### src/psd_pkg.sv
// Shared types, constants and the square-root step for the point-to-segment distance block.
// Depends on nothing; every other file of the block but psd_if.sv uses it.
`default_nettype none
package psd_pkg;

    localparam int unsigned DATA_W     = 32;
    localparam int unsigned DIST_W     = 31;
    localparam int unsigned RAD_W      = 64;
    localparam int unsigned REM_W      = 35;
    localparam int unsigned ROOT_W     = 32;
    localparam int unsigned SQRT_STEPS = 32;
    localparam int unsigned STEP_CNT_W = $clog2(SQRT_STEPS);
    localparam logic [DIST_W-1:0] DIST_MAX = {DIST_W{1'b1}};

    typedef enum logic [2:0] {
        REG_ORIGIN_X   = 3'd0,
        REG_ORIGIN_Y   = 3'd1,
        REG_ORIGIN_Z   = 3'd2,
        REG_DIR_X      = 3'd3,
        REG_DIR_Y      = 3'd4,
        REG_DIR_Z      = 3'd5,
        REG_MAX_LENGTH = 3'd6
    } reg_index_t;

    typedef enum logic [2:0] {
        DIR_IDLE,
        DIR_LOAD,
        DIR_NORM,
        DIR_SQUARE,
        DIR_ROOT,
        DIR_DIV_INIT,
        DIR_DIV
    } dir_state_t;

    // Working set of the digit-by-digit square root: radicand bits still to
    // be consumed (two per step, from the top), partial remainder and root.
    typedef struct packed {
        logic [RAD_W-1:0]  rad;
        logic [REM_W-1:0]  rem;
        logic [ROOT_W-1:0] root;
        logic              sat;
    } sqrt_cell_t;

    function automatic sqrt_cell_t sqrt_step(input sqrt_cell_t s);
        logic [REM_W-1:0] pre;
        logic [REM_W-1:0] trial;
        sqrt_cell_t       r;
        r     = s;
        pre   = {s.rem[REM_W-3:0], s.rad[RAD_W-1:RAD_W-2]};
        trial = {1'b0, s.root, 2'b01};
        r.rad = {s.rad[RAD_W-3:0], 2'b00};
        if (pre >= trial)
        begin
            r.rem  = pre - trial;
            r.root = {s.root[ROOT_W-2:0], 1'b1};
        end
        else
        begin
            r.rem  = pre;
            r.root = {s.root[ROOT_W-2:0], 1'b0};
        end
        return r;
    endfunction

endpackage
`default_nettype wire

### src/psd_dir_unit.sv
// Sequencer that turns the configured direction into a unit vector with FRAC_BITS fraction bits.
// Depends on psd_pkg (state type, square-root step).
`default_nettype none
module psd_dir_unit #(
    parameter int FRAC_BITS = 16
) (
    input  wire logic                      clk,
    input  wire logic                      rst_n,
    input  wire logic                      start,
    input  wire logic signed [31:0]        dir [3],
    output logic                           busy,
    output logic signed [FRAC_BITS+1:0]    u [3]
);
    localparam int UW = FRAC_BITS + 2;
    localparam int QW = FRAC_BITS + 1;
    localparam int CW = psd_pkg::STEP_CNT_W;

    psd_pkg::dir_state_t state_reg, state_next;
    logic [31:0]         dm_reg [3];
    logic [31:0]         dm_next [3];
    logic                neg_reg [3];
    logic                neg_next [3];
    logic signed [UW-1:0] u_reg [3];
    logic signed [UW-1:0] u_next [3];
    psd_pkg::sqrt_cell_t sq_reg, sq_next;
    logic [32:0]         rem_reg, rem_next;
    logic [QW-1:0]       q_reg, q_next;
    logic [1:0]          axis_reg, axis_next;
    logic [CW-1:0]       cnt_reg, cnt_next;

    assign busy = (state_reg != psd_pkg::DIR_IDLE);
    assign u    = u_reg;

    always_ff @(posedge clk or negedge rst_n)
    begin
        if (!rst_n)
        begin
            state_reg <= psd_pkg::DIR_IDLE;
            u_reg[0]  <= UW'(1) << FRAC_BITS;
            u_reg[1]  <= '0;
            u_reg[2]  <= '0;
        end
        else
        begin
            state_reg <= state_next;
            u_reg     <= u_next;
        end
    end

    always_ff @(posedge clk)
    begin
        dm_reg   <= dm_next;
        neg_reg  <= neg_next;
        sq_reg   <= sq_next;
        rem_reg  <= rem_next;
        q_reg    <= q_next;
        axis_reg <= axis_next;
        cnt_reg  <= cnt_next;
    end

    always_comb
    begin
        logic [32:0]   rem2;
        logic [QW-1:0] q_new;
        logic [63:0]   sq_prod;
        state_next = state_reg;
        dm_next    = dm_reg;
        neg_next   = neg_reg;
        u_next     = u_reg;
        sq_next    = sq_reg;
        rem_next   = rem_reg;
        q_next     = q_reg;
        axis_next  = axis_reg;
        cnt_next   = cnt_reg;
        rem2       = {rem_reg[31:0], 1'b0};
        q_new      = q_reg;
        sq_prod    = {32'd0, dm_reg[axis_reg]} * {32'd0, dm_reg[axis_reg]};
        unique case (state_reg)
            psd_pkg::DIR_IDLE:
            begin
            end
            psd_pkg::DIR_LOAD:
            begin
                for (int i = 0; i < 3; i++)
                begin
                    neg_next[i] = dir[i][31];
                    dm_next[i]  = dir[i][31] ? (~dir[i] + 32'd1) : dir[i];
                end
                if (dir[0] == 0 && dir[1] == 0 && dir[2] == 0)
                begin
                    for (int i = 0; i < 3; i++)
                        u_next[i] = '0;
                    state_next = psd_pkg::DIR_IDLE;
                end
                else
                    state_next = psd_pkg::DIR_NORM;
            end
            psd_pkg::DIR_NORM:
            begin
                // Shift all three until the largest magnitude reaches bit 30.
                if (!(|{dm_reg[0][31:30], dm_reg[1][31:30], dm_reg[2][31:30]}))
                begin
                    for (int i = 0; i < 3; i++)
                        dm_next[i] = {dm_reg[i][30:0], 1'b0};
                end
                else
                begin
                    state_next  = psd_pkg::DIR_SQUARE;
                    axis_next   = 2'd0;
                    sq_next.rad = '0;
                end
            end
            psd_pkg::DIR_SQUARE:
            begin
                sq_next.rad = sq_reg.rad + sq_prod;
                if (axis_reg == 2'd2)
                begin
                    state_next   = psd_pkg::DIR_ROOT;
                    sq_next.rem  = '0;
                    sq_next.root = '0;
                    sq_next.sat  = 1'b0;
                    cnt_next     = '0;
                end
                else
                    axis_next = axis_reg + 2'd1;
            end
            psd_pkg::DIR_ROOT:
            begin
                sq_next  = psd_pkg::sqrt_step(sq_reg);
                cnt_next = cnt_reg + CW'(1);
                if (cnt_reg == CW'(psd_pkg::SQRT_STEPS - 1))
                begin
                    state_next = psd_pkg::DIR_DIV_INIT;
                    axis_next  = 2'd0;
                end
            end
            psd_pkg::DIR_DIV_INIT:
            begin
                // The length is at least every magnitude, so the integer part is 0 or 1.
                if (dm_reg[axis_reg] >= sq_reg.root)
                begin
                    q_next   = QW'(1);
                    rem_next = {1'b0, dm_reg[axis_reg] - sq_reg.root};
                end
                else
                begin
                    q_next   = '0;
                    rem_next = {1'b0, dm_reg[axis_reg]};
                end
                cnt_next   = '0;
                state_next = psd_pkg::DIR_DIV;
            end
            psd_pkg::DIR_DIV:
            begin
                if (rem2 >= {1'b0, sq_reg.root})
                begin
                    rem_next = rem2 - {1'b0, sq_reg.root};
                    q_new    = {q_reg[QW-2:0], 1'b1};
                end
                else
                begin
                    rem_next = rem2;
                    q_new    = {q_reg[QW-2:0], 1'b0};
                end
                q_next   = q_new;
                cnt_next = cnt_reg + CW'(1);
                if (cnt_reg == CW'(FRAC_BITS - 1))
                begin
                    u_next[axis_reg] = neg_reg[axis_reg] ? -$signed({1'b0, q_new})
                                                         : $signed({1'b0, q_new});
                    if (axis_reg == 2'd2)
                        state_next = psd_pkg::DIR_IDLE;
                    else
                    begin
                        axis_next  = axis_reg + 2'd1;
                        state_next = psd_pkg::DIR_DIV_INIT;
                    end
                end
            end
            default:
                state_next = psd_pkg::DIR_IDLE;
        endcase
        if (start)
            state_next = psd_pkg::DIR_LOAD;
    end
endmodule
`default_nettype wire

### config.mk
export PLATFORM = sky130hd
export DESIGN_NAME = psd_dir_unit
export DESIGN_NICKNAME = d
export VERILOG_FILES = /design/src/psd_pkg.sv /design/src/psd_dir_unit.sv
export SDC_FILE = /design/constraint.sdc
export NUM_CORES = 2
export LEC_CHECK = 0
export BUFFER_PORTS_ARGS = -buffer_cell sky130_fd_sc_hd__buf_2
export CAP_MARGIN = 20
export CORE_MARGIN = 10
export CORE_UTILIZATION = 57
export CTS_CLUSTER_SIZE = 16
export DETAILED_ROUTE_END_ITERATION = 8
export PLACE_DENSITY = 0.83
export SETUP_SLACK_MARGIN = 0.1
export SYNTH_ARGS = -nofsm -noshare
export SYNTH_HDL_FRONTEND = slang
export SYNTH_SLANG_ARGS = --single-unit
### constraint.sdc
create_clock -name clk -period 11.6 [get_ports clk]
set_input_delay 2.32 -clock clk [delete_from_list [all_inputs] [get_ports clk]]
set_output_delay 2.32 -clock clk [all_outputs]
set_load 0.01 [all_outputs]
# Yosys cells after proc, flatten, opt, wreduce, memory -nomap -nowiden
# Cells that the tools add are included.
# word_totals
regBits	340
in_bits	99
output_inout_bits	55
# op_classes
eq_ne	20
reduce_logical	24
mul	1
magnitude_cmp	5
addsub	10
muxes	45
n_bitwise	4
# ops
cell	count
$mux 32	7
$pmux 64 s3	1
$pmux 96 s2	1
$pmux 66 s2	1
$mux 54	2
$pmux 54 s2	1
$add 32x1->32 const B	3
$logic_not 32->1	3
$mux 96	1
$not 32->32	3
$mux 66	1
$mux 65	1
$add 64x64->64	1
$bmux 32 s2	1
$mul 32x32->64	1
$mux 64	1
$pmux 32 s2	1
$sub 32x32->32	2
$bwmux 54	1
$demux 18 s2	1
$mux 18	2
$ge 35x34->1	1
$ge 33x32->1	1
$sub 33x33->33	1
other kinds (36)	70

# Logic depth before layout (Yosys ltp)
# logic_depth
depth_word	8
mapped_depth	35

# Worst setup path after synthesis
# Ideal clock, no wire load.
# synth_timing
path_type	reg2reg
startpoint	register axis_reg[0]
endpoint	register sq_reg[130] in the netlist's numbering (data pin)
setup_time_ps	272
path_stages_with_launch	29
required_time_ps	11328
arrival_ps	9058
slack_ps	2270
path_buffers	4
path_cell_list	edfxtp_1 > clkbuf_1 > buf_1 > mux2i_1 > nor2_1 > a21oi_1 > clkinv_1 > clkbuf_1 > nand2_1 > fa_1 > fa_1 > fa_1 > fa_1 > fa_1 > fa_1 > fa_1 > fa_1 > inv_1 > ha_1 > clkbuf_1 > nand4_1 > or3_1 > a221oi_1 > o21ai_0 > o31a_1 > o211a_1 > o31ai_1 > xnor2_1 > o22ai_1
# synth_via
elab_chain_len	7
# synth_lines
element	line	rtl
start: declaration	psd_dir_unit.sv:28	logic [1:0] axis_reg, axis_next;
start signal: assignment	psd_dir_unit.sv:57	axis_reg <= axis_next;
$not 2->3 (implied by the code)	psd_dir_unit.sv:77	sq_prod = {32'd0, dm_reg[axis_reg]} * {32'd0, dm_reg[axis_reg]};
$bmux 32 s2	psd_dir_unit.sv:77	
$mux 32 (implied by the code) (2 in a row)	psd_dir_unit.sv:77	
$mul 32x32->64	psd_dir_unit.sv:77	
$add 64x64->64	psd_dir_unit.sv:115	sq_next.rad = sq_reg.rad + sq_prod;
$pmux 64 s3	psd_dir_unit.sv:78	unique case (state_reg)
end signal: assignment	psd_dir_unit.sv:54	sq_reg <= sq_next;
end: declaration	psd_dir_unit.sv:25	psd_pkg::sqrt_cell_t sq_reg, sq_next;
# Every way passes these cells. The select of a mux whose other input is x is not followed.
# A chain may end at the register's enable or synchronous reset.

# Worst setup path in the final report
# layout_timing
startpoint	register axis_reg[0]
endpoint	register sq_reg[125] in the netlist's numbering (data pin)
# Same word-level chain as after synthesis.

==> qor.yml <==
post_cts_buffers: 0
synth_edf_count: 283
cp.arrival_ns: 11.25
grt_pass1_vias: 42200
fp.dieW_um: 318
root_buffer: "clkbuf_16"
hold_viol_final: 0
core-area_um2: 88100
dieArea_um2: 101000
cts_tree: "done"
grt_pass1_wl_mm: 237
synth_cells: 5217
cts_hold_buf: 0
crit_type: "reg -> reg"
largest_reg_flops: 129
slowest_delay_ns: 0.92
cap_violations: 0
crit_top_cell: "fa_1"
syn_area_um2: 50500
min_path_type: "reg -> reg"
yosysWarningCount: 0
initial_utilization_pct: 57.3
rsz0062_at_grt: "no"
slew_viol_final: 0
synth.avg_cell_area_um2: 9.68
slew_headroom_pct: 24.4
antenna_found_initial: 6
final_layout_size_suffix_gt1_share_pct: 6.71
cts_resized: 0
critical_path.top_delay_family: "adder cells"
outcome: "finished, final reports clean"
yosysSeqAreaShare_pct: 19.7
drc: 0
clkSinkCount: 340
drt-total-wl_mm: 149
grt_usage_pct: 29.6
avgRoutedWirePerCell_um: 22.9
finalSetupTns_ns: 0
synthDistinctLibCells: 75
cts_max_level: 2
timing.final.crit_share_pct: 93.2
fmax_mhz: 92.5
finalNonFillerCells: 6495
yosys_most_used_dff: "edfxtp_1"
worst_clock_skew_ns: 0.0304
path_clk_slew_ns: 0.06
async_flop_share_pct: 16.8
vias: 39700
synth_seq_cells: 340
ant_nets: 0
fin_util_pct: 61.3
cts.path.max_buffers: 3
syn_to_final_growth_pct: 7.03
crit_buf_inv: 7
cts_buffers: 39
dp_hpwl_mm: 117
min_period_ns: 10.81
die_y_um: 318
startpoint_type: "flip-flop"
crit_slowest_cell: "clkinv_1"
place.gp.congestion: 0.972
crit_path_end_kind: "flip-flop"
drtIter0Drc: 4202
fin_nets: 6627
avgViaCountPerCell: 6.11
setup_viol: 0
insertion_delay_ns: 0.59
syn-num-nets: 6551
grt_max_degree: 120
tightestPinTransition_ns: 1.13
dr.pass1.iters: 6
critPathMaxFanout: 23
io_buffer_count: 153
required_ns: 12.04
gr-total-overflow: 0
dpl.cell_count: 6415
ios: 154
rows: 109
[cell families (layout without fill, tap and decap cells)]
logic type	after synthesis	after routing	share of synthesized area (%)
buffers and inverters	1079	1186	8.09
muxes	68	68	1.35
DFF	340	340	19.7
and+or+nand+nor	1316	1316	11.2
adders and majority gates	1235	1235	43.8
xor gates and xnor gates	246	246	4.27
other	0	6	0
AOI/OAI and AO/OA	933	933	11.7
[worst register-to-register path: cells and delay by family, from the launching register on]
kind	cells	cell delay, ns
AO/OA/AOI/OAI	2	0.84
multiplexers	1	0.23
adder cells (fa/ha/maj)	9	4.50
AND/OR/NAND/NOR	9	2.76
flip-flops	1	0.39
buffers and inverters	7	1.97
[worst paths after layout]
kind	end	cells after the start	slack, ns	from
min	u[6]	1	0.49	u[6]
max in group asynchronous	u[19]	2	9.23	rst_n
max	sq_reg[125]	28	0.79	axis_reg[0]
max reg2reg	sq_reg[125]	28	0.79	axis_reg[0]
min in group asynchronous	u[3]	2	1.88	rst_n
min reg2reg	u[6]	1	0.49	u[6]
[final cells by class]
| cell class | count | area [um^2] |
|---|---|---|
| Inverter | 862 | 3240 |
| Antenna cell | 6 | 15.0 |
| Clock buffer | 51 | 1060 |
| Fill cell | 7020 | 34100 |
| Clock inverter | 21 | 205 |
| Multi-Input combinational cell | 3798 | 36600 |
| Tap cell | 1165 | 1460 |
| Timing Repair Buffer | 252 | 1540 |
| Sequential cell | 340 | 9930 |
[placed cells by master (no fill, tap or decap), types with 97 or more instances in the layout]
master / netlist / routed
edfxtp_1: 283 / 283
o21ai_0: 276 / 274
a21oi_1: 223 / 210
nand2_1: 576 / 573
xnor2_1: 112 / 112
ha_1: 351 / 351
nor2_1: 434 / 430
xor2_1: 134 / 134
fa_1: 884 / 884
inv_1: 845 / 844
buf_4: 0 / 97
buf_2: 2 / 153
[synthesized netlist by cell type, drive strengths merged (18+ instances only)]
| library cell | instances | share of area (%) |
|---|---|---|
| fa | 884 | 35 |
| inv | 847 | 6.3 |
| nand2 | 576 | 4.3 |
| nor2 | 434 | 3.2 |
| ha | 351 | 8.7 |
| edfxtp | 283 | 17 |
| o21ai | 276 | 2.7 |
| a21oi | 223 | 2.2 |
| clkbuf | 190 | 1.4 |
| xor2 | 134 | 2.3 |
| xnor2 | 112 | 1.9 |
| a21o | 94 | 1.4 |
| mux2i | 67 | 1.3 |
| dfrtp | 56 | 2.8 |
| nand3 | 56 | 0.56 |
| nor3 | 41 | 0.41 |
| a211oi | 40 | 0.59 |
| o31ai | 37 | 0.55 |
| o2bb2ai | 35 | 0.62 |
| and3 | 33 | 0.41 |
| nand4 | 32 | 0.40 |
| or3 | 30 | 0.38 |
| nand2b | 28 | 0.35 |
| buf | 27 | 0.27 |
| a31oi | 23 | 0.29 |
| o21a | 22 | 0.33 |
| a22o | 21 | 0.36 |
| nor2b | 21 | 0.26 |
| o211ai | 20 | 0.30 |
| o22ai | 20 | 0.25 |
| o21bai | 18 | 0.27 |
[metal layers]
metal	up-vias	GRT usage (%)	share of wire, %
met4	8	15.0	6.2
met3	586	8.06	11
met2	2309	47.0	46
met5	-	0	0.035
met1	19600	36.9	36
li1	17200	-	-
[per-stage QoR]
| step | setup WS [ns] | hold slack [ns] | area [um^2] |
|---|---|---|---|
| after detailed placement | 0.949 | 0.471 | 52700 |
| after floorplan | 2.27 | 0.521 | 50500 |
| after global routing | 0.548 | 0.507 | 54000 |
| after global placement | 1.24 | 0.467 | 52700 |
| after CTS | 0.917 | 0.489 | 54000 |
| final | 0.788 | 0.490 | 54000 |
Power is not shown: default switching activity piles up to over one toggle a cycle in this logic, so the estimate is an artifact.
