$ cat src/psd_pkg.sv
// Shared types, constants and the square-root step for the point-to-segment distance block.
// Depends on nothing; every other file of the block but psd_if.sv uses it.
`default_nettype none
package psd_pkg;

    localparam int unsigned DATA_W     = 32;
    localparam int unsigned DIST_W     = 31;
    localparam int unsigned RAD_W      = 64;
    localparam int unsigned REM_W      = 35;
    localparam int unsigned ROOT_W     = 32;
    localparam int unsigned SQRT_STEPS = 32;
    localparam int unsigned STEP_CNT_W = $clog2(SQRT_STEPS);
    localparam logic [DIST_W-1:0] DIST_MAX = {DIST_W{1'b1}};

    typedef enum logic [2:0] {
        REG_ORIGIN_X   = 3'd0,
        REG_ORIGIN_Y   = 3'd1,
        REG_ORIGIN_Z   = 3'd2,
        REG_DIR_X      = 3'd3,
        REG_DIR_Y      = 3'd4,
        REG_DIR_Z      = 3'd5,
        REG_MAX_LENGTH = 3'd6
    } reg_index_t;

    typedef enum logic [2:0] {
        DIR_IDLE,
        DIR_LOAD,
        DIR_NORM,
        DIR_SQUARE,
        DIR_ROOT,
        DIR_DIV_INIT,
        DIR_DIV
    } dir_state_t;

    // Working set of the digit-by-digit square root: radicand bits still to
    // be consumed (two per step, from the top), partial remainder and root.
    typedef struct packed {
        logic [RAD_W-1:0]  rad;
        logic [REM_W-1:0]  rem;
        logic [ROOT_W-1:0] root;
        logic              sat;
    } sqrt_cell_t;

    function automatic sqrt_cell_t sqrt_step(input sqrt_cell_t s);
        logic [REM_W-1:0] pre;
        logic [REM_W-1:0] trial;
        sqrt_cell_t       r;
        r     = s;
        pre   = {s.rem[REM_W-3:0], s.rad[RAD_W-1:RAD_W-2]};
        trial = {1'b0, s.root, 2'b01};
        r.rad = {s.rad[RAD_W-3:0], 2'b00};
        if (pre >= trial)
        begin
            r.rem  = pre - trial;
            r.root = {s.root[ROOT_W-2:0], 1'b1};
        end
        else
        begin
            r.rem  = pre;
            r.root = {s.root[ROOT_W-2:0], 1'b0};
        end
        return r;
    endfunction

endpackage
`default_nettype wire

$ cat src/psd_sqrt_cell.sv
// One cell of the square-root row: one root bit per cell, with its own valid/ready stage.
// Depends on psd_pkg.
`default_nettype none
module psd_sqrt_cell (
    input  wire logic               clk,
    input  wire logic               rst_n,
    input  wire logic               up_valid,
    input  wire psd_pkg::sqrt_cell_t up_data,
    output logic                    up_ready,
    output logic                    dn_valid,
    output psd_pkg::sqrt_cell_t     dn_data,
    input  wire logic               dn_ready
);
    logic                valid_reg;
    psd_pkg::sqrt_cell_t data_reg;

    assign up_ready = !valid_reg || dn_ready;
    assign dn_valid = valid_reg;
    assign dn_data  = data_reg;

    always_ff @(posedge clk or negedge rst_n)
    begin
        if (!rst_n)
            valid_reg <= 1'b0;
        else if (up_ready)
            valid_reg <= up_valid;
    end

    always_ff @(posedge clk)
    begin
        if (up_ready && up_valid)
            data_reg <= psd_pkg::sqrt_step(up_data);
    end
endmodule
`default_nettype wire

$ cat config.mk
export PLATFORM = sky130hd
export DESIGN_NAME = psd_sqrt_cell
export DESIGN_NICKNAME = d
export VERILOG_FILES = /design/src/psd_pkg.sv /design/src/psd_sqrt_cell.sv
export SDC_FILE = /design/constraint.sdc
export NUM_CORES = 1
export LEC_CHECK = 0
export BUFFER_PORTS_ARGS = -buffer_cell sky130_fd_sc_hd__buf_2
export CAP_MARGIN = 10
export CORE_ASPECT_RATIO = 1.25
export CORE_MARGIN = 1.5
export CORE_UTILIZATION = 40
export DETAILED_ROUTE_END_ITERATION = 8
export PLACE_DENSITY_LB_ADDON = 0.1
export SKIP_CTS_REPAIR_TIMING = 1
export SKIP_LAST_GASP = 1
export SLEW_MARGIN = 20
export SYNTH_ARGS = -nofsm -noshare
export SYNTH_HDL_FRONTEND = slang
export SYNTH_SLANG_ARGS = --single-unit
$ cat constraint.sdc
create_clock -name clk -period 4.8 [get_ports clk]
set_input_delay 0.48 -clock clk [delete_from_list [all_inputs] [get_ports clk]]
set_output_delay 0.48 -clock clk [all_outputs]
set_load 0.02 [all_outputs]
# [Word-level counts from Yosys, hierarchy flattened]
# Index checks and enable logic that the tools add are counted.
[word_totals] ff_bits=131 inputBits=136 output_inout_bits=134 elab_cells=11
[op_classes] n_addsub=1 magnitude_cmp=1 mux=1 n_reduce_logical=3
[ops] cell="67-bit 2-to-1 mux" count=1
[ops] cell="35-bit by 34-bit greater-or-equal comparator with 1-bit output" count=1
[ops] cell="35-bit by 34-bit subtractor with 35-bit output" count=1
[ops] cell="1-bit logical AND" count=1
[ops] cell="1-bit logical NOT" count=1
[ops] cell="1-bit logical OR" count=1

# [Depth between registers and ports, before layout]
# Gate-level depths: netlist of the first run.
[logic_depth] depth_word=3 depth_mapped=12

# [Worst setup path after synthesis of the first run]
# Ideal clock, no wire load.
[synth_path] kind="input to register" startpoint="input port dn_ready" endpoint="register data_reg (netlist bit dn_data[0]), enable pin" setup_ns=0.504 arrival_time_ns=3.767 t_required_ns=4.296 setup_slack_ns=0.528 path_stages=2 n_path_buf=0 path_cell_list="nand2b_1 -> and2_1"
[synth_between] elab_chain_len=2
[synth_lines] element="from (decl)" line="psd_sqrt_cell.sv:12" text="input wire logic dn_ready"
[synth_lines] element="1-bit logical OR" line="psd_sqrt_cell.sv:17" text="assign up_ready = !valid_reg || dn_ready;"
[synth_lines] element="1-bit logical AND" line="psd_sqrt_cell.sv:31" text="if (up_ready && up_valid)"
[synth_lines] element="to (signal assigned)" line="psd_sqrt_cell.sv:32" text="data_reg <= psd_pkg::sqrt_step(up_data);"
[synth_lines] element="to (decl)" line="psd_sqrt_cell.sv:15" text="psd_pkg::sqrt_cell_t data_reg;"
# No other way between the ends.
# A chain may end at the register's enable or synchronous reset.

# [Worst setup path in the final report of the first run]
[layout_path] startpoint="input port up_data[1] in the netlist's numbering" endpoint="register data_reg (netlist bit dn_data[37]) (data pin)"
[layout_between] elab_chain_len=2 elab_cells_between_ends=3
[layout_lines] element="from (decl)" line="psd_sqrt_cell.sv:8" text="input wire psd_pkg::sqrt_cell_t up_data,"
[layout_lines] element="35-bit by 34-bit subtractor with 35-bit output / 35-bit by 34-bit greater-or-equal comparator with 1-bit output (equally long branches)" line="psd_pkg.sv:54, psd_pkg.sv:52"
[layout_lines] element="67-bit 2-to-1 mux *" line="psd_pkg.sv:52" text="if (pre >= trial)"
# Every way passes the cells marked *; elsewhere a longest branch is shown, timed or not.

==> results of run 1 <==
-- cell type report --
cell class | count | area share, %
flip-flops and latches | 131 | 44.77
multi-input cells | 303 | 27.90
repair buffers | 268 | 15.40
clock buffers | 18 | 4.890
well taps | 216 | 3.080
clock inverters | 14 | 2.010
inverters | 45 | 1.925
diodes | 1 | 0.02851
-- path summary, 6_finish.rpt --
path / startpoint / end / slack, ns / cells after the start
max: up_data[1] / dn_data[37]$_DFFE_PP_ / 1.60 / 11
min: up_data[94] / dn_data[96]$_DFFE_PP_ / 0.24 / 1
max reg2reg: dn_valid$_DFFE_PN0N_ / dn_data[51]$_DFFE_PP_ / 2.66 / 3
min reg2reg: dn_valid$_DFFE_PN0N_ / dn_valid$_DFFE_PN0N_ / 0.53 / 2
max in group asynchronous: rst_n / dn_valid$_DFFE_PN0N_ / 4.35 / 2
min in group asynchronous: rst_n / dn_valid$_DFFE_PN0N_ / 0.36 / 2
-- critical path: stages --
cell and delay (ns):
buf_2 0.08, inv_1 0.04, ha_1 0.35, o21a_1 0.17, o211ai_2 0.21, a311oi_4 0.17
o31a_4 0.34, a311oi_4 0.32, nor3_4 0.12, nor2_8 0.62, mux2_2 0.41
-- Yosys cell counts, drive strengths merged, types with 2 or more instances --
master	n	area (um^2)
edfxtp	130	3904
inv	45	168.9
a21oi	34	177.7
ha	34	425.4
mux2	29	416.7
nand2	28	105.1
nor2	24	106.4
o21ai	19	106.4
xnor2	19	166.4
xor2	12	105.1
nor3	11	66.32
buf	10	100.1
o21a	10	75.07
a21o	9	68.82
nand4	8	50.05
nor2b	5	31.28
and2	4	26.28
and3	4	25.02
nand2b	4	25.02
o21bai	4	30.03
o31ai	4	43.79
mux2i	3	30.03
nand3	3	15.01
o211ai	3	27.52
a2111oi	2	18.77
a211o	2	17.52
a211oi	2	20.02
a221oi	2	17.52
a311oi	2	52.55
clkbuf	2	7.510
o31a	2	26.28
-- metal layers --
layer  GRT usage [%]  wire, um
met1           23.18      6777
met2           32.94      8310
met3           5.551      1254
met4           7.256       312
met5               0        28
-- power by group through the flow --
stage	clock, uW	sequential [uW]	combinational (uW)
2_1_floorplan	0	1520	378
3_3_place_gp	0	1410	678
3_5_place_dp	0	1410	685
4_1_cts	1370	1390	688
5_1_grt	1420	1390	742
6_report	1340	1380	682
-- flip-flops by register name (all words and copies together), names as in the netlist --
name / count
dn_valid: 1
dn_data: 130
-- stage by stage --
step / setup WS (ns) / hold WS [ns]
4_1_cts: 1.583 / -0.1922
3_3_place_gp: 1.162 / 0.2549
2_1_floorplan: 0.5285 / 0.1844
5_1_grt: 1.379 / 0.2158
3_5_place_dp: 1.140 / 0.2560
6_report: 1.597 / 0.2403
-- cells in the final DEF (no fill, tap or decap), types with 5 or more instances in the layout --
cell	count
buf_2	265
edfxtp_1	130
inv_1	45
ha_1	34
a21oi_1	32
nand2_1	28
mux2_4	24
nor2_1	23
xnor2_1	19
clkbuf_16	17
o21ai_0	16
xor2_1	12
nor3_1	10
o21a_1	10
a21o_1	8
nand4_1	8
nor2b_1	5
mux2_2	5
-- logic make-up after synthesis --
| family | share of synthesized area, % |
|---|---|
| muxes | 6.719 |
| DFF | 59.10 |
| adders and majority gates | 6.399 |
| and+or+nand+nor | 7.886 |
| other | 0.05641 |
| xor gates and xnor gates | 4.084 |
| AOI/OAI and AO/OA | 11.59 |
| buffers and inverters | 4.160 |
==> results.md, run 1 <==
- Cell internal power was estimated by the tool at roughly 2500 uW.
- Entering global routing, the biggest net connects 52 pins.
- The clock arrives with 0.005453 ns of skew.
- The H-tree was split into 4 levels.
- The latest clock arrival within the worst-skew pair is 0.41 ns.
- The floorplan step defined a core boundary enclosing roughly 16,000 um^2.
- The final routed wirelength across all metal layers is 16.68 mm.
- The die boundary width is roughly 120 um.
- The required arrival time at the worst endpoint is roughly 5.0 ns.
- For this run, the detailed router's first-pass iteration total came to 4.
- The first-pass GRT wire length is 26.01 mm.
- Setup repair after global routing left no endpoint under its margin.
- The synthesized design contains roughly 130 register bits.
- For this run, the post-layout net count is 936.
- The worst slew margin relative to its limit is a little under half.
- Combinational logic burns ~20% of the power.
- The number of different library cells used by synthesis comes to 66.
- Summing all multi-input logic gate instances after layout gives 2449 um^2.
- After technology mapping, the gate count stands at 490.
- The initial utilization of the core area, before any placement, comes to 41.03%.
- Measured on the finished design, the core utilization comes to between 50% and 60%.
- TritonCTS built the clock tree.
- The final design area excluding fillers is 8776 um^2.
- The final antenna-violating net count is 0.
- The post-route netlist has ~44% of its cells at a drive strength greater than 1.
- The slew of the pin with the lowest slew margin is 0.8230 ns.
- Summed over all failing endpoints, the final setup total negative slack is 0 ns.
- The worst IR drop on VDD is around 0.17 mV.
- The finished layout holds 996 standard cells, fillers aside.
- STA puts the critical path data arrival time at 3.37 ns.
- For this run, the leading register cell type out of synthesis is edfxtp_1.
- The share of total power dissipated in the clock network is roughly 39%.
- Across the run, the number of max-cap violations was 0.
- Compared with the post-synthesis result, the final layout area differs by 32.02%.
- Derived from the worst setup path, the maximum achievable clock frequency is around 0.31 GHz.
- The switching fraction of total power is 27.07%.
- After detailed routing, the number of remaining DRC violations is 0.
- The hold violation total from the final report is 0.
- The average wire per standard cell is between 15 and 20 um.
- The minimum clock period is 3.203 ns.
- The die covers 17,410 um^2.
- The share of total power in sequential cells is 40.6%.
- The setup path with the least slack is of type in2reg.
- The worst setup path is launched from an input pin.
- Summed over all nets, the half-perimeter wirelength after detailed placement is 12.86 mm.
- The static leakage power is around 0.0039 uW.
- The floorplan step set the die height to 147.1 um.
- The standard cell area after detailed placement is 8158 um^2.
- The global-route usage over all layers is 19.32%.
- After synthesis the cells add up to 6648 um^2.
- The completed layout was analyzed and its total power is 3406 uW.
- The flow ran to the end, and the final reports show no timing, DRC or antenna violations.
- Global routing finished with a remaining overflow of 0.
- The share of the cycle needed by the critical path after routing is 66.73%.
- The number of top-level pins is 270.
- In this run the worst path has a maximum fanout of 35.
- The Yosys step of the flow raised 0 warnings.
- The floorplan has 52 rows.
- The number of input and output port buffers inserted is 265.
- The average footprint of a synthesized cell is between 10 and 15 um^2.
- In this run, synthesis inferred between 100 and 150 flip-flops with an integrated enable.
- The net switching power is 922.0 uW.
- The sequential cell area fraction in the yosys report is 59.10%.
- In this run the power density over the cells is 388.1 nW/um^2.
- Buffers inserted during clock tree synthesis total 17.
- The number of DRC markers after the initial detailed-route iteration is approximately 290.
- The tree is rooted in a clkbuf_16.
- Routability-driven placement finished with a final weighted congestion of 0.8155.
- The total number of vias is 4,882.
- The clock transition at the register clock pins on the worst setup and hold paths after CTS is 0.06 ns.
- The kind of path behind the tightest hold check is in2reg.
- The final number of max-transition violations is 0.
- Setup violations remaining at the end of the flow were counted as 0.
- After detailed routing, the number of vias per cell comes to 4.902.
- The worst setup path is captured at a flop.
- The cell count after placement is just under 1,000.
- The tree built by TritonCTS fans out to 131 sinks.
- Counting the fill cells in the layout gives 1,432.
- The deepest clock path buffer count is 2.
- The fraction of registers with async set or reset after synthesis is less than 1%.
- The via count of the first global-routing pass is 4,944.
- The register cell area after layout is 3929 um^2.
- The number of antenna violations at the first check in global routing was 3.
No activity file was read; power rests on OpenSTA's default activity.
==> inputs of run 2 (changes only) <==
Clock period 4.8 ns to 2.75 ns, I/O delays scaled along.
==> results.md, run 2 (same netlist as run 1, synthesis figures left out) <==
- The clock tree from TritonCTS is done (unchanged).
- The clock transition at the register clock pins on the worst setup and hold paths after CTS came to 0.06 ns (about the same).
- The final number of max-transition violations was 0 (unchanged).
- The average wire per standard cell was 16.03 um (was 16.75 um).
- The endpoint type of the worst setup path was a flop (unchanged).
- The worst slack after detailed placement is -0.1714 ns (was 1.140 ns).
- The ratio of routed vias to standard cells came to 4.841 (was 4.902).
- The pin count of the biggest net entering global routing was 73 (was 52).
- The final setup violation count was 0 (unchanged).
- The starting density of the core is 41.03% (unchanged).
- The area of the die was 17,410 um^2 (unchanged).
- The critical path arrival is 2.65 ns (was 3.37 ns).
- The number of nets in the layout is 1,004 (was 936).
- The number of levels the H-tree was split into was 4 (unchanged).
- The die boundary width is 118.3 um (unchanged).
- The leading cell type in the layout, fill and taps excluded was buf_2 (unchanged).
- The maximum fanout encountered on the critical timing path is 12 (was 35).
- The number of top-level pins is 270 (unchanged).
- The required arrival time at the worst endpoint is 2.91 ns (was 4.97 ns).
- The deepest clock path buffer count came to 2 (unchanged).
- The total congestion overflow after global routing is 0 (unchanged).
- The floorplan row count is 52 (unchanged).
- The total number of vias is 5,156 (was 4,882).
- The detailed placement HPWL came to 13.47 mm (was 12.86 mm).
- The final critical-path setup slack is 0.2612 ns (was 1.597 ns).
- The ratio of cells with drive above 1 in the final layout was 48.64% (was 44.16%).
- The relative area change from synthesis to final layout was 40.17% (was 32.02%).
- The library cell contributing the largest single delay on the critical path was a311oi_4 (was nor2_8).
- The standard cell area after detailed placement is 8731 um^2 (was 8158 um^2).
- The placeable core region is 16,200 um^2 (unchanged).
- The overall power after layout came to 5958 uW (was 3406 uW).
- Run status: finished, final reports clean (unchanged).
- The critical path class is in2reg (unchanged).
- The number of max-capacitance violations reported is 0 (unchanged).
- The minimum clock period is roughly 2.5 ns.
- The detailed-route DRC error count is 0 (unchanged).
- The first-pass GRT wire length was 26.90 mm (was 26.01 mm).
- The hold violation total from the final report is 0 (unchanged).
- The worst path uses 90.50% of the clock period.
- The last weighted congestion value of the routability-driven placer is 0.8476 (was 0.8155).
- The final antenna-violating net count is 0 (unchanged).
- Setup repair after global routing missed its margin: false (unchanged).
- The category of the worst setup path launch point was an input pin (unchanged).
- The largest clock skew in the final design is 0.007077 ns (was 0.005453 ns).
- The clock root buffer is clkbuf_16 (unchanged).
- The number of DRC markers after the initial detailed-route iteration was 197 (was 288).
- The global-route usage over all layers is 19.83% (was 19.32%).
- The setup TNS after final layout is 0 ns (unchanged).
- The flip-flop count of the largest register, all copies and words added is 130 (unchanged).
- The final routed wirelength across all metal layers came to 17.07 mm (was 16.68 mm).
- The chip height is 147.1 um (unchanged).
- The number of buffers created by CTS is 17 (unchanged).
- The number of input and output port buffers inserted is 265 (unchanged).
- The achievable clock frequency is about 0.40 GHz.
- The latest clock arrival within the worst-skew pair was 0.41 ns (about the same).
- The delay of the slowest cell on the worst path is 0.40 ns (was 0.62 ns).
- Critical Path, Cell by Cell: buf_2 -> inv_1 -> ha_1 -> a21oi_1 -> o21ai_1 -> a21oi_1 -> o21ai_0 -> a311oi_4 -> nor3_4 -> nor2_8 -> buf_12 -> mux2_2 (was buf_2 -> inv_1 -> ha_1 -> o21a_1 -> o211ai_2 -> a311oi_4 -> o31a_4 -> a311oi_4 -> nor3_4 -> nor2_8 -> mux2_2).
- The number of antenna violations at the first check in global routing is 4 (was 3).
- The static leakage power was 0.004200 uW (was 0.003881 uW).
- The power density over the cells is 639.4 nW/um^2 (was 388.1 nW/um^2).
- Commonest cells after routing, fill and taps aside: buf_2, edfxtp_1, buf_4 (was buf_2, edfxtp_1, inv_1).
- The number of clock sinks is 131 (unchanged).
- The worst IR drop on VDD is 0.3411 mV (was 0.1738 mV).
- The cell occurring most often along the worst timing path is a21oi_1 (was a311oi_4).
- The final design area excluding fillers is 9318 um^2 (was 8776 um^2).
- The via count of the first global-routing pass is 5,304 (was 4,944).
- The kind of path behind the tightest hold check is in2reg (unchanged).
- The detailed-routing iteration count for the pre-antenna-repair pass is 4 (unchanged).
[run 2: cell types whose count changed in the layout (fill, tap and decap cells not counted), sizes merged]
| cell | previous run | this run |
|---|---|---|
| inv | 50 | 53 |
| buf | 267 | 335 |
| diode | 1 | 2 |
| clkinvlp | 1 | 5 |
| clkinv | 5 | 0 |
| bufinv | 3 | 1 |
[run 2: layout make-up]
class                           count  area, um^2
Inverter                           45       168.9
Sequential cell                   131        3929
Antenna cell                        2       5.005
Multi-Input combinational cell    303        2449
Tap cell                          216       270.3
Clock inverter                     14       142.6
Clock buffer                       18       429.2
Fill cell                        1380        6883
Timing Repair Buffer              336        1924
[run 2: report_power, final]
| group | switching [uW] | leakage [uW] | internal (uW) |
|---|---|---|---|
| sequential | 30.1 | 0.00125 | 2380 |
| clock | 940 | 0.000265 | 1270 |
| combinational | 712 | 0.00269 | 618 |
| total | 1680 | 0.00420 | 4280 |
[run 2: through the flow]
step | hold WS [ns] | instances | util (%)
floorplan | -0.02059 | 491 | -
global placement | 0.04911 | 1030 | 53.89
detailed placement | 0.05106 | 1030 | 53.89
CTS | -0.3968 | 1062 | 57.42
global route | 0.01545 | 1065 | 57.51
finish | 0.03288 | 1065 | 57.51
[run 2: worst paths after layout]
kind / startpoint / endpoint / slack [ns] / cells past startpoint
worst max-delay path: up_data[15] / dn_data[38]$_DFFE_PP_ / 0.26 / 12
worst max register to register: dn_valid$_DFFE_PN0N_ / dn_data[61]$_DFFE_PP_ / 1.20 / 3
worst min register to register: dn_valid$_DFFE_PN0N_ / dn_valid$_DFFE_PN0N_ / 0.56 / 2
min in group asynchronous: rst_n / dn_valid$_DFFE_PN0N_ / 0.16 / 2
max in group asynchronous: rst_n / dn_valid$_DFFE_PN0N_ / 2.51 / 2
worst min-delay path: up_data[91] / dn_data[93]$_DFFE_PP_ / 0.03 / 1
[run 2: worst max-delay path: cells and delay by family]
kind	cells	cell delay, ns
AOI/OAI and AO/OA	5	1.12
adders and majority gates	1	0.33
buffers and inverters	3	0.31
muxes	1	0.33
and+or+nand+nor	2	0.27
[run 2: per-layer routing]
| layer | vias to the layer above | global-route usage (%) | routed length (um) |
|---|---|---|---|
| met4 | 4 | 8.537 | 321 |
| met2 | 218 | 34.62 | 8665 |
| met5 | - | 0 | 27 |
| met3 | 29 | 6.366 | 1350 |
| met1 | 2383 | 22.19 | 6709 |
| li1 | 2522 | - | - |
